<file path="config.mk">
export PLATFORM = sky130hd
export DESIGN_NAME = lru_key_cache
export DESIGN_NICKNAME = d
export VERILOG_FILES = /design/src/hdl/lkc_pkg.sv /design/src/hdl/lkc_table.sv /design/src/hdl/lru_key_cache.sv
export SDC_FILE = /design/constraint.sdc
export NUM_CORES = 1
export LEC_CHECK = 0
export BUFFER_PORTS_ARGS = -buffer_cell sky130_fd_sc_hd__buf_2
export CORE_AREA = 2 2 196 390
export CTS_CLUSTER_SIZE = 30
export DETAILED_ROUTE_END_ITERATION = 8
export DIE_AREA = 0 0 198 392
export SLEW_MARGIN = 10
export SYNTH_ARGS = -nofsm -noshare
export SYNTH_HDL_FRONTEND = slang
export SYNTH_SLANG_ARGS = --single-unit
export TNS_END_PERCENT = 100
</file>
<file path="constraint.sdc">
create_clock -name clock -period 8.4 [get_ports clock]
set_input_delay 1.68 -clock clock [delete_from_list [all_inputs] [get_ports clock]]
set_output_delay 1.68 -clock clock [all_outputs]
set_load 0.005 [all_outputs]
</file>
<file path="src/hdl/lkc_pkg.sv">
// Shared constants and types for the LRU key cache.
package lkc_pkg;

   localparam int CAPACITY = 16;
   localparam int KEY_BITS = 32;
   localparam int OUT_KEY_BITS = 32;
   localparam int CNT_WIDTH = 32;
   localparam int POS_BITS = (CAPACITY > 1) ? $clog2(CAPACITY) : 1;
   localparam int OCC_BITS = $clog2(CAPACITY + 1);

   typedef logic [KEY_BITS-1:0] key_type;
   typedef logic [POS_BITS-1:0] pos_type;
   typedef logic [OCC_BITS-1:0] occ_type;

   // Outcome of one lookup, as seen by the pipeline around the table.
   typedef struct packed {
      logic    hit;
      logic    evicted_valid;
      key_type evicted_key;
   } lookup_type;

endpackage

</file>
<file path="src/hdl/lkc_table.sv">
// Recency-ordered key list with parallel match and move-to-front update.
module lkc_table (
   input  logic               clock,
   input  logic               reset,
   input  logic               upd_en,
   input  lkc_pkg::key_type   look_key,
   output lkc_pkg::lookup_type res,
   output lkc_pkg::occ_type   occupancy
);

   // Position 0 holds the most recent key; positions at or above the
   // count hold stale data that is never matched.
   lkc_pkg::key_type key_list_ff [lkc_pkg::CAPACITY];
   lkc_pkg::key_type key_list_in [lkc_pkg::CAPACITY];
   lkc_pkg::occ_type count_ff;
   lkc_pkg::occ_type count_in;

   logic [lkc_pkg::CAPACITY-1:0] match;
   lkc_pkg::pos_type found_pos;
   lkc_pkg::pos_type shift_pos;
   logic             full;

   assign full = (count_ff == lkc_pkg::OCC_BITS'(lkc_pkg::CAPACITY));

   always_comb begin
      for (int i = 0; i < lkc_pkg::CAPACITY; i++) begin
         match[i] = (lkc_pkg::OCC_BITS'(i) < count_ff) && (key_list_ff[i] == look_key);
      end
   end

   always_comb begin
      found_pos = '0;
      for (int i = lkc_pkg::CAPACITY - 1; i >= 0; i--) begin
         if (match[i]) begin
            found_pos = lkc_pkg::POS_BITS'(i);
         end
      end
   end

   always_comb begin
      res.hit           = |match;
      res.evicted_valid = !res.hit && full;
      res.evicted_key   = res.evicted_valid ? key_list_ff[lkc_pkg::CAPACITY-1] : '0;
      if (res.hit) begin
         shift_pos = found_pos;
      end else if (full) begin
         shift_pos = lkc_pkg::POS_BITS'(lkc_pkg::CAPACITY - 1);
      end else begin
         shift_pos = count_ff[lkc_pkg::POS_BITS-1:0];
      end
   end

   // Everything up to the chosen position slides down by one and the
   // accessed key lands in front.
   always_comb begin
      for (int i = 0; i < lkc_pkg::CAPACITY; i++) begin
         if (i == 0) begin
            key_list_in[i] = look_key;
         end else if (lkc_pkg::POS_BITS'(i) <= shift_pos) begin
            key_list_in[i] = key_list_ff[(i > 0) ? i - 1 : 0];
         end else begin
            key_list_in[i] = key_list_ff[i];
         end
      end
      count_in = (!res.hit && !full) ? count_ff + 1'b1 : count_ff;
   end

   always_ff @(posedge clock) begin
      if (upd_en) begin
         key_list_ff <= key_list_in;
      end
   end

   always_ff @(posedge clock) begin
      if (reset) begin
         count_ff <= '0;
      end else if (upd_en) begin
         count_ff <= count_in;
      end
   end

   assign occupancy = count_ff;

   a_front_is_key: assert property (@(posedge clock) disable iff (reset)
      upd_en |=> key_list_ff[0] == $past(look_key))
      else $error("accessed key is not most recent after update");

   a_evict_only_full: assert property (@(posedge clock) disable iff (reset)
      res.evicted_valid |-> (count_ff == lkc_pkg::OCC_BITS'(lkc_pkg::CAPACITY)) && !res.hit)
      else $error("eviction reported without a full table");

   a_count_grows: assert property (@(posedge clock) disable iff (reset)
      (upd_en && !res.hit && !full) |=>
         count_ff == lkc_pkg::OCC_BITS'($past(count_ff) + 1'b1))
      else $error("occupancy did not grow on a miss with room");

endmodule

</file>
<file path="src/hdl/lru_key_cache.sv">
// Top level of the fully associative LRU key cache.
// Path: an accepted word is held in the input register, and its lookup result is
// loaded into the result register once that register is free.
// Throughput: one word per cycle unless the result side stalls; the combinational
// match and move-to-front update of the 16-entry recency list sets this rate.
// Reset: synchronous and active high; it empties the table and zeroes both
// counters.
module lru_key_cache (
   input  logic        clock,
   input  logic        reset,
   input  logic        req_valid,
   output logic        req_stall,
   input  logic [31:0] req_key,
   output logic        rsp_valid,
   input  logic        rsp_stall,
   output logic        rsp_hit,
   output logic        rsp_evicted_valid,
   output logic [31:0] rsp_evicted_key,
   output logic [31:0] rsp_hit_total,
   output logic [31:0] rsp_miss_total,
   output logic [4:0]  rsp_occupancy
);

   // The input register holds one accepted word. The lookup runs between
   // it and the result register; the table state and the counters update
   // at the same edge the result is captured, so the next word sees them.
   logic             s1_valid_ff;
   logic             s1_valid_in;
   lkc_pkg::key_type s1_key_ff;

   logic             rsp_valid_ff;
   logic             rsp_valid_in;
   logic             hit_ff;
   logic             ev_valid_ff;
   logic [31:0]      ev_key_ff;

   // Running totals; they also serve as the result fields, since they only
   // change when a new result is loaded.
   logic [lkc_pkg::CNT_WIDTH-1:0] hits_ff;
   logic [lkc_pkg::CNT_WIDTH-1:0] hits_in;
   logic [lkc_pkg::CNT_WIDTH-1:0] misses_ff;
   logic [lkc_pkg::CNT_WIDTH-1:0] misses_in;

   logic                out_free;
   logic                accept;
   logic                upd_en;
   lkc_pkg::lookup_type res;
   lkc_pkg::occ_type    occupancy;

   // The result register is free when empty or being taken this cycle.
   assign out_free  = !rsp_valid_ff || !rsp_stall;
   assign req_stall = s1_valid_ff && !out_free;
   assign accept    = req_valid && !req_stall;
   assign upd_en    = s1_valid_ff && out_free;

   // The input register stays full while its word waits on a stalled result,
   // and it also takes a new word while the result side is stalled but the
   // input register itself is empty.
   assign s1_valid_in  = accept || (s1_valid_ff && !out_free);
   assign rsp_valid_in = out_free ? s1_valid_ff : rsp_valid_ff;

   // Saturating counters: a total stuck at all ones stays there.
   always_comb begin
      hits_in   = hits_ff;
      misses_in = misses_ff;
      if (res.hit) begin
         if (hits_ff != '1) begin
            hits_in = hits_ff + 1'b1;
         end
      end else begin
         if (misses_ff != '1) begin
            misses_in = misses_ff + 1'b1;
         end
      end
   end

   lkc_table u_table (
      .clock     (clock),
      .reset     (reset),
      .upd_en    (upd_en),
      .look_key  (s1_key_ff),
      .res       (res),
      .occupancy (occupancy)
   );

   always_ff @(posedge clock) begin
      if (reset) begin
         s1_valid_ff  <= 1'b0;
         rsp_valid_ff <= 1'b0;
         hits_ff      <= '0;
         misses_ff    <= '0;
      end else begin
         s1_valid_ff  <= s1_valid_in;
         rsp_valid_ff <= rsp_valid_in;
         if (upd_en) begin
            hits_ff   <= hits_in;
            misses_ff <= misses_in;
         end
      end
   end

   // Payload registers load without reset.
   always_ff @(posedge clock) begin
      if (accept) begin
         s1_key_ff <= req_key[lkc_pkg::KEY_BITS-1:0];
      end
      if (upd_en) begin
         hit_ff      <= res.hit;
         ev_valid_ff <= res.evicted_valid;
         ev_key_ff   <= lkc_pkg::OUT_KEY_BITS'(res.evicted_key);
      end
   end

   assign rsp_valid         = rsp_valid_ff;
   assign rsp_hit           = hit_ff;
   assign rsp_evicted_valid = ev_valid_ff;
   assign rsp_evicted_key   = ev_key_ff;
   assign rsp_hit_total     = hits_ff;
   assign rsp_miss_total    = misses_ff;
   assign rsp_occupancy     = occupancy;

endmodule

</file>
==> qor.txt <==
Vias in the first global route = 20.2k
Register-to-register setup slack = 2.86 ns
Worst Skew = 0.0318 ns
PortBufs = 140
GP Congestion = 1.05
WHS Endpoint = u_table.key_list_ff[448]
Post-route ant nets = 0
Hold WC Path Type = flop to flop
Synth Register Bits = 649
Synth Instances = 2145
WS Path Type = flop to flop
Peak supply drop = 0.170 mV
Post-Synth Simple-Gate Area = 14.5%
Largest area contributor in the netlist = edfxtp_1
IO Pins = 141
Avg WL per Cell = 32.9 um
Placed Cells = 3247
Worst setup EP type = flop
Mapped Area = 29600 um2
Iteration-0 DRC Markers = 1360
Hold path start = u_table.key_list_ff[480]
Compound-Gate Fraction of Synth Area = 2.21%
HPWL after DPL = 84.3 mm
Post-synthesis sequential area ratio = 63.5%
Clock Tree Root = clkbuf_16
Worst-margin pin slew = 1.32 ns
Slew margin rel. = 11.3%
Hold depth = 0
XOR/XNOR Fraction of Synth Area = 16.5%
Synth Area in Adders = 0.169%
Vias per cell = 5.72
Mean post-synth cell area = 13.8 um2
Max Fclk = 180 MHz
Vias = 19.3k
Share of the synthesized area in the top cell type = 58.7%
CTS Buffer Depth = 3
Area Growth Syn to Fin = 12.1%
H-Tree Level Count = 2
Inserted Clock Buffers = 59
Fraction of synthesized area in multiplexers = 0.140%
CTS sink cnt = 649
Synth area leaders = edfxtp_1, xnor2_1, xor2_1
Share of cells above drive strength 1 = 14.8%
Post-synth EDFFs = 578
Worst r2r src = u_table.occupancy[4]
RSZ-0062 raised after global routing = false
Post-CTS Resized = 0
Minimum clock period = 5.54 ns
Initial Util = 39.6%
DR pass1 iterations = 8
Clock-pin slew on the worst setup and hold paths = 0.07 ns
Max Transition Viols Final = 0
Overall Global Routing Usage = 29.0%
DRT Wirelength = 111 mm
Synth top cells by count = edfxtp_1, xnor2_1, xor2_1
Critical Path RT = 8.70 ns
Post-synth top flop = edfxtp_1
Synthesized Nets = 2185
Post-synth cell types = 82
Non-filler cells, final = 3365
Pin count of the biggest net entering global routing = 78
Count leader, synth = edfxtp_1
Worst skew pair latency = 0.67 ns
First-pass GRT wire length = 151 mm
Ys async rst share = 0%
Final Hold Fails = 0
CP startpoint kind = flop
CP max FO = 32
Worst R2R End = u_table.key_list_ff[152]
Reg2reg path depth = 10
Crit share post-route = 66.0%
Combinational family with the most area after synthesis = XOR/XNOR gates
Core area = 74800 um2
Hold Buf Count CTS = 0
Final setup viols = 0
Outcome = complete, no violations
Ys Warns = 0
Die W = 198 um
Die area = 77600 um2
CP Data Arrival Time = 5.85 ns
Final #Nets = 2341
Die Ht = 392 um
Setup Fix Bufs, Post-CTS = 0
CTS tree = yes
Initial antenna violation count = 8
Row cnt = 142
Pwr Density = 204 nW/um2
Drt drc = 0
Pleak = 10.8 nW
GR Overflow Total = 0
# Max-Cap Violations = 0
Setup TNS = 0 ns
## worst max-delay path by stage
stage	startpoint	slack, ns	to	cells after the start
5_1_grt	u_table.occupancy[4]	2.72	u_table.key_list_ff[70]	10
6_report	u_table.occupancy[4]	2.86	u_table.key_list_ff[152]	10
4_1_cts	u_table.occupancy[4]	2.99	u_table.key_list_ff[152]	10
2_1_floorplan	rsp_stall	1.73	u_table.key_list_ff[64]	6
3_5_place_dp	u_table.occupancy[4]	3.01	u_table.key_list_ff[449]	8
3_3_place_gp	u_table.occupancy[4]	3.07	u_table.key_list_ff[86]	10
## state kept, by name (all words and copies together) (netlist names)
| signal | flops |
|---|---|
| rsp_valid | 1 |
| rsp_hit_total | 32 |
| u_table.occupancy | 5 |
| rsp_evicted_valid | 1 |
| s1_key_ff | 32 |
| rsp_evicted_key | 32 |
| rsp_hit | 1 |
| s1_valid_ff | 1 |
| rsp_miss_total | 32 |
| u_table.key_list_ff | 512 |
## report_power, final
group | switching, W | total, W | internal, W
clock network | 0.00126 | 0.00276 | 0.00151
registers | 0.0000295 | 0.00353 | 0.00351
logic | 0.000343 | 0.000462 | 0.000119
total | 0.00163 | 0.00676 | 0.00513
## routing by layer
| layer | up-vias | routed length (um) | global-route usage, % |
|---|---|---|---|
| met5 | - | 27 | 0.0650 |
| met3 | 562 | 5970 | 7.87 |
| met2 | 930 | 59400 | 53.6 |
| li1 | 8357 | - | - |
| met4 | 4 | 16000 | 34.0 |
| met1 | 9407 | 29500 | 21.7 |
## placed cells by master, fill, tap and decap left out, types with 59 or more instances in the layout
master / Yosys / final
edfxtp_1: 578 / 578
xnor2_1: 275 / 274
xor2_1: 270 / 270
nand4_1: 154 / 154
buf_2: 7 / 140
nor4_1: 120 / 117
nor2_1: 98 / 94
dfxtp_1: 71 / 71
clkbuf_16: 0 / 60
nand2_1: 59 / 59
## cells by family after synthesis
| kind of cell | Yosys count |
|---|---|
| simple gates | 723 |
| flops | 649 |
| xor+xnor | 551 |
| buf+inv | 116 |
| compound gates | 98 |
| mux | 4 |
| fa+ha+maj | 4 |
## stage by stage
stage / setup WS, ns / cell area [um2] / total power, W / hold WS [ns] / utilization, %
finish: 2.86 / 33200 / 0.00676 / 0.464 / 44.4
global route: 2.72 / 33200 / 0.00693 / 0.473 / 44.3
CTS: 2.99 / 33100 / 0.00678 / 0.451 / 44.3
detailed placement: 3.01 / 31200 / 0.00404 / 0.454 / 41.7
global placement: 3.07 / 31200 / 0.00404 / 0.449 / 41.7
floorplan: 1.73 / 29600 / 0.00385 / 0.421 / -
## layout make-up
| cell class | count | area, um2 |
|---|---|---|
| Clock buffer | 71 | 1550 |
| Fill cell | 6791 | 41600 |
| Sequential cell | 649 | 18800 |
| Inverter | 22 | 82.6 |
| Clock inverter | 40 | 389 |
| Antenna cell | 6 | 15.0 |
| Timing Repair Buffer | 189 | 1080 |
| Multi-Input combinational cell | 1380 | 10000 |
| Tap cell | 1008 | 1260 |
## critical path, cell delays in order, from the launching register on
cell and delay (ns):
dfxtp_1 0.69, nor3_1 0.91, nand2_1 0.37, nand2_1 0.18, nor3_1 0.07, a31oi_1 0.44
nor4b_1 0.90, nand2_1 0.46, or2_1 0.49, a21oi_2 0.20, buf_4 0.44
(Power assumes the default switching activity.)
